## src/hw/rtl/splq_pkg.sv

```systemverilog
// Shared types and codes for the sorted priority list unit.
package splq_pkg;

  typedef enum logic [1:0] {
    OP_INSERT = 2'd0,
    OP_POP    = 2'd1,
    OP_FIND   = 2'd2,
    OP_REMOVE = 2'd3
  } op_e;

  typedef enum logic [1:0] {
    ST_DONE   = 2'd0,
    ST_EMPTY  = 2'd1,
    ST_FULL   = 2'd2,
    ST_ABSENT = 2'd3
  } status_e;

  typedef enum logic [1:0] {
    FSM_IDLE,
    FSM_CMP,
    FSM_UPD
  } fsm_e;

  typedef struct packed {
    logic load;
    logic cmp;
    logic upd;
  } dp_cmd_t;

endpackage

```

## src/hw/rtl/splq_in_if.sv

```systemverilog
// Request channel: operation and value with a valid/ready handshake.
interface splq_in_if;
  logic        valid;
  logic        ready;
  logic [1:0]  operation;
  logic [31:0] value;

  modport source (output valid, output operation, output value, input ready);
  modport sink (input valid, input operation, input value, output ready);
endinterface

```

## src/hw/rtl/splq_out_if.sv

```systemverilog
// Result channel: one result item per request with a valid/ready handshake.
interface splq_out_if;
  logic        valid;
  logic        ready;
  logic [31:0] popped_value;
  logic        found;
  logic [1:0]  status;
  logic [4:0]  entry_count;
  logic        is_empty;

  modport source (output valid, output popped_value, output found, output status,
                  output entry_count, output is_empty, input ready);
  modport sink (input valid, input popped_value, input found, input status,
                input entry_count, input is_empty, output ready);
endinterface

```

## src/hw/rtl/splq_ctrl.sv

```systemverilog
// Controller: sequences capture, compare and update, and owns the result valid.
module splq_ctrl
  import splq_pkg::*;
(
  input  logic    clk_i,
  input  logic    rst_ni,
  input  logic    in_valid_i,
  output logic    in_ready_o,
  output logic    out_valid_o,
  input  logic    out_ready_i,
  output dp_cmd_t cmd_o
);

  fsm_e state_q, state_d;
  logic out_valid_q, out_valid_d;
  logic slot_free;

  assign slot_free = !out_valid_q || out_ready_i;

  always_comb begin
    state_d = state_q;
    unique case (state_q)
      FSM_IDLE: if (in_valid_i) state_d = FSM_CMP;
      FSM_CMP:  state_d = FSM_UPD;
      FSM_UPD:  if (slot_free) state_d = FSM_IDLE;
      default:  state_d = FSM_IDLE;
    endcase
  end

  always_comb begin
    cmd_o      = '0;
    in_ready_o = 1'b0;
    unique case (state_q)
      FSM_IDLE: begin
        in_ready_o = 1'b1;
        cmd_o.load = in_valid_i;
      end
      FSM_CMP:  cmd_o.cmp = 1'b1;
      FSM_UPD:  cmd_o.upd = slot_free;
      default:  cmd_o = '0;
    endcase
  end

  always_comb begin
    out_valid_d = out_valid_q;
    if (cmd_o.upd) begin
      out_valid_d = 1'b1;
    end else if (out_ready_i) begin
      out_valid_d = 1'b0;
    end
  end

  always_ff @(posedge clk_i or negedge rst_ni) begin
    if (!rst_ni) begin
      state_q     <= FSM_IDLE;
      out_valid_q <= 1'b0;
    end else begin
      state_q     <= state_d;
      out_valid_q <= out_valid_d;
    end
  end

  assign out_valid_o = out_valid_q;

endmodule

```

## src/hw/rtl/splq_dpath.sv

```systemverilog
// Datapath: a row of sorted cells, each with its own comparator, plus the result register.
module splq_dpath
  import splq_pkg::*;
#(
  parameter int DEPTH      = 16,
  parameter int DATA_WIDTH = 32
) (
  input  logic        clk_i,
  input  logic        rst_ni,
  input  dp_cmd_t     cmd_i,
  input  logic [1:0]  operation_i,
  input  logic [31:0] value_i,
  output logic [31:0] popped_value_o,
  output logic        found_o,
  output logic [1:0]  status_o,
  output logic [4:0]  entry_count_o,
  output logic        is_empty_o
);

  localparam int CW = $clog2(DEPTH + 1);

  logic [DATA_WIDTH-1:0] entry_q [DEPTH];
  logic [DATA_WIDTH-1:0] entry_d [DEPTH];
  logic [DEPTH-1:0]      occ_q, occ_d;
  logic [DEPTH-1:0]      le_q, eq_q;
  logic [CW-1:0]         cnt_q, cnt_d;
  logic [1:0]            op_q;
  logic [DATA_WIDTH-1:0] val_q;

  logic [DATA_WIDTH+31:0] val_ext;
  logic [DATA_WIDTH+31:0] pop_ext;
  logic [CW+4:0]          cnt_ext;

  logic [DEPTH-1:0] keep;      // occupied and not above the operand
  logic [DEPTH-1:0] take_v;
  logic [DEPTH-1:0] take_prev;
  logic [DEPTH-1:0] shift_up;
  logic             full, empty, hit;
  logic             do_ins, do_del, do_pop;
  status_e          status_d;

  assign val_ext = {{DATA_WIDTH{1'b0}}, value_i};
  assign full    = occ_q[DEPTH-1];
  assign empty   = !occ_q[0];
  assign hit     = |(eq_q & occ_q);
  assign keep    = occ_q & le_q;

  always_comb begin
    do_ins   = 1'b0;
    do_del   = 1'b0;
    do_pop   = 1'b0;
    status_d = ST_DONE;
    unique case (op_e'(op_q))
      OP_INSERT: begin
        if (full) status_d = ST_FULL;
        else      do_ins   = 1'b1;
      end
      OP_POP: begin
        if (empty) status_d = ST_EMPTY;
        else       do_pop   = 1'b1;
      end
      OP_FIND: begin
        if (!hit) status_d = ST_ABSENT;
      end
      OP_REMOVE: begin
        if (!hit) status_d = ST_ABSENT;
        else      do_del   = 1'b1;
      end
      default: status_d = ST_DONE;
    endcase
  end

  for (genvar i = 0; i < DEPTH; i++) begin : g_cell
    if (i == 0) begin : g_head
      assign take_v[i]    = !keep[i];
      assign take_prev[i] = 1'b0;
    end else begin : g_body
      assign take_v[i]    = !keep[i] && keep[i-1];
      assign take_prev[i] = !keep[i-1];
    end
    // On a delete every cell from the first equal entry onwards moves down by one.
    assign shift_up[i] = do_pop || (do_del && occ_q[i] && !(le_q[i] && !eq_q[i]));

    always_comb begin
      entry_d[i] = entry_q[i];
      if (do_ins) begin
        if (take_v[i]) begin
          entry_d[i] = val_q;
        end else if (take_prev[i]) begin
          entry_d[i] = entry_q[(i > 0) ? i - 1 : 0];
        end
      end else if (shift_up[i] && i < DEPTH - 1) begin
        entry_d[i] = entry_q[(i < DEPTH - 1) ? i + 1 : i];
      end
    end

    always_ff @(posedge clk_i) begin
      if (cmd_i.upd) begin
        entry_q[i] <= entry_d[i];
      end
      if (cmd_i.cmp) begin
        le_q[i] <= entry_q[i] <= val_q;
        eq_q[i] <= entry_q[i] == val_q;
      end
    end
  end

  always_comb begin
    occ_d = occ_q;
    cnt_d = cnt_q;
    if (do_ins) begin
      occ_d = {occ_q[DEPTH-2:0], 1'b1};
      cnt_d = cnt_q + CW'(1);
    end else if (do_pop || do_del) begin
      occ_d = occ_q >> 1;
      cnt_d = cnt_q - CW'(1);
    end
  end

  always_ff @(posedge clk_i or negedge rst_ni) begin
    if (!rst_ni) begin
      occ_q <= '0;
      cnt_q <= '0;
    end else if (cmd_i.upd) begin
      occ_q <= occ_d;
      cnt_q <= cnt_d;
    end
  end

  always_ff @(posedge clk_i) begin
    if (cmd_i.load) begin
      op_q  <= operation_i;
      val_q <= val_ext[DATA_WIDTH-1:0];
    end
  end

  assign pop_ext = {32'b0, entry_q[0]};
  assign cnt_ext = {5'b0, cnt_d};

  always_ff @(posedge clk_i) begin
    if (cmd_i.upd) begin
      popped_value_o <= do_pop ? pop_ext[31:0] : 32'b0;
      found_o        <= hit && (op_e'(op_q) == OP_FIND || op_e'(op_q) == OP_REMOVE);
      status_o       <= status_d;
      entry_count_o  <= cnt_ext[4:0];
      is_empty_o     <= (cnt_d == '0);
    end
  end

endmodule

```

## src/hw/rtl/sorted_priority_list_unit.sv

```systemverilog
// Top level of the sorted priority list unit: controller, cell datapath and channels.
//
// A request item on in_i carries an operation (insert, pop smallest, find,
// remove first equal) and a value. Exactly one result item per request leaves
// on out_o with the popped value, a found flag, a status code, the entry count
// after the operation and an empty flag.
// Each request runs as capture, a compare in every cell at once, then the
// update of the cells and the result register. The next request can be taken
// in the cycle after the update; no request is accepted while the previous
// one is still in compare or update. The result register lets a new request
// enter while the previous result still waits; if the receiver stalls, the
// update of the following request waits until the result register frees.
// Reset empties the store at once (occupancy bits and count clear); the stored
// values themselves are not cleared and are never read before being written.
// Insert into a full store is dropped with status full; pop on an empty store
// reports status empty; find or remove of a missing value reports absent.
module sorted_priority_list_unit
  import splq_pkg::*;
#(
  parameter int DEPTH      = 16,
  parameter int DATA_WIDTH = 32
) (
  input  logic       clk_i,
  input  logic       rst_ni,
  splq_in_if.sink    in_i,
  splq_out_if.source out_o
);

  dp_cmd_t cmd;

  splq_ctrl u_ctrl (
    .clk_i       (clk_i),
    .rst_ni      (rst_ni),
    .in_valid_i  (in_i.valid),
    .in_ready_o  (in_i.ready),
    .out_valid_o (out_o.valid),
    .out_ready_i (out_o.ready),
    .cmd_o       (cmd)
  );

  splq_dpath #(
    .DEPTH      (DEPTH),
    .DATA_WIDTH (DATA_WIDTH)
  ) u_dpath (
    .clk_i          (clk_i),
    .rst_ni         (rst_ni),
    .cmd_i          (cmd),
    .operation_i    (in_i.operation),
    .value_i        (in_i.value),
    .popped_value_o (out_o.popped_value),
    .found_o        (out_o.found),
    .status_o       (out_o.status),
    .entry_count_o  (out_o.entry_count),
    .is_empty_o     (out_o.is_empty)
  );

  // Only one step of the sequence is commanded in any cycle.
  assert property (@(posedge clk_i) disable iff (!rst_ni) $onehot0(cmd))
    else $error("more than one datapath command at once");

  // An accepted item is compared in the very next cycle.
  assert property (@(posedge clk_i) disable iff (!rst_ni)
    in_i.valid && in_i.ready |=> cmd.cmp)
    else $error("accepted item was not compared");

  // An update always presents a result in the following cycle.
  assert property (@(posedge clk_i) disable iff (!rst_ni) cmd.upd |=> out_o.valid)
    else $error("update did not produce a result");

  // An empty store reports a zero count.
  assert property (@(posedge clk_i) disable iff (!rst_ni)
    out_o.valid && out_o.is_empty |-> out_o.entry_count == 5'd0)
    else $error("empty flag with non-zero count");

endmodule

```

## src/flat_wrapper.sv

```systemverilog
// flat-port wrapper written by rule: the top's interface ports become plain ports
module sorted_priority_list_unit_flat import splq_pkg::*;
#(
  parameter int DEPTH      = 16,
  parameter int DATA_WIDTH = 32
)
  (clk_i, rst_ni, in_i_valid, in_i_operation, in_i_value, in_i_ready, out_o_valid, out_o_popped_value, out_o_found, out_o_status, out_o_entry_count, out_o_is_empty, out_o_ready);
  splq_in_if in_i_i ();
  splq_out_if out_o_i ();
  input  logic clk_i;
  input  logic rst_ni;
  input wire logic [$bits(in_i_i.valid)-1:0] in_i_valid;
  input wire logic [$bits(in_i_i.operation)-1:0] in_i_operation;
  input wire logic [$bits(in_i_i.value)-1:0] in_i_value;
  output wire logic [$bits(in_i_i.ready)-1:0] in_i_ready;
  output wire logic [$bits(out_o_i.valid)-1:0] out_o_valid;
  output wire logic [$bits(out_o_i.popped_value)-1:0] out_o_popped_value;
  output wire logic [$bits(out_o_i.found)-1:0] out_o_found;
  output wire logic [$bits(out_o_i.status)-1:0] out_o_status;
  output wire logic [$bits(out_o_i.entry_count)-1:0] out_o_entry_count;
  output wire logic [$bits(out_o_i.is_empty)-1:0] out_o_is_empty;
  input wire logic [$bits(out_o_i.ready)-1:0] out_o_ready;
  assign in_i_i.valid = in_i_valid;
  assign in_i_i.operation = in_i_operation;
  assign in_i_i.value = in_i_value;
  assign in_i_ready = in_i_i.ready;
  assign out_o_valid = out_o_i.valid;
  assign out_o_popped_value = out_o_i.popped_value;
  assign out_o_found = out_o_i.found;
  assign out_o_status = out_o_i.status;
  assign out_o_entry_count = out_o_i.entry_count;
  assign out_o_is_empty = out_o_i.is_empty;
  assign out_o_i.ready = out_o_ready;
  sorted_priority_list_unit #(.DEPTH(DEPTH), .DATA_WIDTH(DATA_WIDTH)) u_core (.clk_i(clk_i), .rst_ni(rst_ni), .in_i(in_i_i), .out_o(out_o_i));
endmodule
```

## config.mk

```make
export PLATFORM = sky130hd
export DESIGN_NAME = sorted_priority_list_unit_flat
export DESIGN_NICKNAME = d
export VERILOG_FILES = /design/src/hw/rtl/splq_pkg.sv /design/src/hw/rtl/splq_in_if.sv /design/src/hw/rtl/splq_out_if.sv /design/src/hw/rtl/splq_ctrl.sv /design/src/hw/rtl/splq_dpath.sv /design/src/hw/rtl/sorted_priority_list_unit.sv /design/src/flat_wrapper.sv
export SDC_FILE = /design/constraint.sdc
export NUM_CORES = 2
export LEC_CHECK = 0
export ABC_AREA = 1
export BUFFER_PORTS_ARGS = -buffer_cell sky130_fd_sc_hd__buf_2
export CORE_UTILIZATION = 25
export CTS_BUF_LIST = sky130_fd_sc_hd__clkbuf_16
export DETAILED_ROUTE_END_ITERATION = 7
export PLACE_DENSITY_LB_ADDON = 0.15
export SYNTH_ARGS = -nofsm -noshare
export SYNTH_HDL_FRONTEND = slang
export SYNTH_SLANG_ARGS = --single-unit
export TNS_END_PERCENT = 10
```

## constraint.sdc

```tcl
create_clock -name clk_i -period 4.6 [get_ports clk_i]
set_input_delay 0.23 -clock clk_i [delete_from_list [all_inputs] [get_ports clk_i]]
set_output_delay 0.23 -clock clk_i [all_outputs]
set_load 0.05 [all_outputs]
```

==> impl_metrics.env <==
export IMPL_outcome="finished clean"
export IMPL_final_cells=7081
export IMPL_synth_simple_area_share=0.107
export IMPL_antenna_cells=0
export IMPL_avgSynthCellArea_um2=8.91
export IMPL_area_delta_synth_final_pct=14.9
export IMPL_drive_above_1_share=0.0750
export IMPL_synthArstFlopShare=0.0373
export IMPL_highest_layer="met5"
export IMPL_cp_start_kind="flip-flop"
export IMPL_r2r_slack_ps=480
export IMPL_track_usage=0.179
export IMPL_worst_slack_ps=477
export IMPL_clk_path_buf_depth=3
export IMPL_insertion_delay_ps=700
export IMPL_clk_pin_slew_ps=60
export IMPL_arrival_ps=4400
export IMPL_worst_endpoint_required_ps=4880
export IMPL_min_period_ps=4120
export IMPL_start_util=0.252
export IMPL_cts_buffers=86
export IMPL_core_um2=167000
export IMPL_syn_instance_count=4737
export IMPL_synth_fa_ha_area_frac=0.152
export IMPL_cp_max_fo=15
export IMPL_die_area_um2=170000
export IMPL_final_antenna_net_count=0
export IMPL_post_cts_buffers=0
export IMPL_yosysUniqueCellTypes=56
export IMPL_clockPowerShare=0.302
export IMPL_cts_resized=0
export IMPL_r2r_cells=7
export IMPL_port_buffers=80
export IMPL_die_w_um=413
export IMPL_seq_power_share=0.375
export IMPL_r2r_start="u_core.u_dpath.val_q[27]"
export IMPL_slew_viol_final=0
export IMPL_wl_per_cell_um=21.9
export IMPL_routed_wl_um=155000
export IMPL_dp_cells=6887
export IMPL_final_nets=5360
export IMPL_vias=35200
export IMPL_ir_drop_mv=0.275
export IMPL_post_route_util=0.290
export IMPL_dr_wl_met2_um=72800
export IMPL_power_density_nw_per_um2=450
export IMPL_dr_pass1_iters=5
export IMPL_p_sw_mw=8.59
export IMPL_max_slew_margin=0.0739
export IMPL_synth_area_um2=42200
export IMPL_hpwl_um=116000
export IMPL_synth_common_cells="o21ai_0, edfxtp_1, a21oi_1"
export IMPL_setup_violations=0
export IMPL_antenna_found_initial=5
export IMPL_design_area_um2=48500
export IMPL_multi_input_area_um2=20200
export IMPL_synthMuxAreaShare=0
export IMPL_min_path_type="primary input to asynchronous set/reset pin"
export IMPL_overflow=0
export IMPL_placed_cell_area_um2=45500
export IMPL_sw_frac_of_total=0.394
export IMPL_p_leak_nw=19.6
export IMPL_wl_met3_um=7350
export IMPL_p_int_mw=13.2
export IMPL_place_ws_ps=623
export IMPL_hold_slack_ps=91.2
export IMPL_fin_crit_sh=0.896
export IMPL_grt_pass1_wl_um=230000
export IMPL_worstMarginPinSlew_ps=1380
export IMPL_grt_max_degree=121
export IMPL_synth_compound_area_frac=0.214
export IMPL_synth_seq_cells=643
export IMPL_cts_num_sinks=643
export IMPL_ys_warn_count=0
export IMPL_cts_htree_levels=3
export IMPL_wl_met1_um=71900
export IMPL_grt_pass1_vias=35600
export IMPL_drc=0
export IMPL_tritoncts="done"
export IMPL_regToRegEndpoint="u_core.u_dpath.eq_q[12]"
export IMPL_syn_nets=5289
export IMPL_synth_area_leaders="edfxtp_1, ha_1, o21ai_0"
export IMPL_critPathKind="flip-flop to flip-flop"
export IMPL_place_congestion=0.849
export IMPL_io_pins=81
export IMPL_first_iter_violations=2382
export IMPL_root_buffer="clkbuf_16"
export IMPL_synthXorXnorAreaFrac=0.000415
export IMPL_ys_seq_area_frac=0.455
export IMPL_fmax_mhz=243
export IMPL_synth_most_common_cell="o21ai_0"
export IMPL_cts_hold_fix_buffers=37
export IMPL_synth_top_cell_area_share=0.441
export IMPL_rsz0062_at_grt="false"
export IMPL_yosysTopAreaCell="edfxtp_1"
export IMPL_end_kind="flip-flop"
export IMPL_cap_violations=0
export IMPL_synth_top_family_by_area="compound AO/OA/AOI/OAI gates"
export IMPL_skew_ps=35.9
export IMPL_routed_via_density=4.98
export IMPL_num_rows=150
export IMPL_ys_flop_type="edfxtp_1"
export IMPL_synth_enable_flop_cells=619
export IMPL_n_fill_cell=18000
export IMPL_p_comb_frac=0.322
export IMPL_die_y_um=413
export IMPL_final_seq_area_um2=19200
export IMPL_finalHoldViolations=0
[flip-flops by register name (all words and copies together), names as in the netlist, 2 cells and up]
signal,count
u_core.u_dpath.entry_q,512
u_core.u_dpath.popped_value_o,32
u_core.u_dpath.val_q,32
u_core.u_dpath.eq_q,16
u_core.u_dpath.le_q,16
u_core.u_dpath.occ_q,16
u_core.u_dpath.cnt_q,5
u_core.u_dpath.entry_count_o,5
u_core.u_ctrl.state_q,2
u_core.u_dpath.op_q,2
u_core.u_dpath.status_o,2
[worst max-delay path by stage]
stage / startpoint / to / slack [ps] / depth (start not counted)
after CTS: u_core.u_dpath.val_q[31] / u_core.u_dpath.eq_q[12] / 570 / 7
after global placement: u_core.u_dpath.val_q[31] / u_core.u_dpath.eq_q[12] / 560 / 7
after floorplan: u_core.u_ctrl.out_valid_o / u_core.u_dpath.entry_q[0][100] / -90 / 6
final: u_core.u_dpath.val_q[27] / u_core.u_dpath.eq_q[12] / 480 / 7
after global routing: u_core.u_dpath.val_q[31] / u_core.u_dpath.eq_q[12] / 410 / 7
after detailed placement: u_core.u_dpath.val_q[31] / u_core.u_dpath.le_q[12] / 620 / 8
[stage by stage]
step | setup TNS, ps | power [mW]
after floorplan | -18380 | 12.6
after global placement | 0 | 15.3
after detailed placement | 0 | 15.3
after CTS | 0 | 22.1
after global routing | 0 | 23.2
final | 0 | 21.8
[cell families after synthesis]
kind of cell,Yosys count
adders and majority gates,514
and+or+nand+nor,1066
DFF,643
xor gates and xnor gates,2
buffers and inverters,782
AOI/OAI and AO/OA,1730
[worst max-delay path, stage by stage (launching register included)]
cell      delay [ps]
edfxtp_1         770
inv_1            420
buf_4            310
ha_1             320
nand4_1          200
nor2_1           240
nand4_1          300
nor4_1          1120
[cell usage in the layout, fill, tap and decap left out, types with 33 or more instances in the layout]
| master | count |
|---|---|
| a21oi_1 | 551 |
| edfxtp_1 | 619 |
| inv_1 | 548 |
| buf_4 | 103 |
| dlygate4sd3_1 | 37 |
| nand2_1 | 531 |
| nor2_1 | 289 |
| o21ai_0 | 1010 |
| buf_2 | 80 |
| ha_1 | 514 |
| o211ai_1 | 33 |
| clkbuf_16 | 87 |
| o21ai_1 | 37 |
| nand3_1 | 78 |
| nand4_1 | 69 |
[layer usage]
metal	global-route usage	vias up
li1	-	17100
met1	0.241	17300
met2	0.298	705
met3	0.0265	149
met4	0.0412	2
met5	0.00735	-
[power by group through the flow]
stage / sequential [mW] / clock (mW) / combinational (mW)
CTS: 8.19 / 6.81 / 7.08
finish: 8.19 / 6.60 / 7.03
detailed placement: 8.30 / 0 / 7.03
global placement: 8.31 / 0 / 6.97
global route: 8.27 / 7.00 / 7.91
floorplan: 8.23 / 0 / 4.35
[area by class of cell]
type,count,area share
clock buffer,87,0.0449
multi-input combinational,3312,0.417
timing repair buffer,223,0.0331
inverter,542,0.0422
clock inverter,70,0.0101
sequential,643,0.396
tap,2204,0.0569
Power figures use the tool's default switching activity.
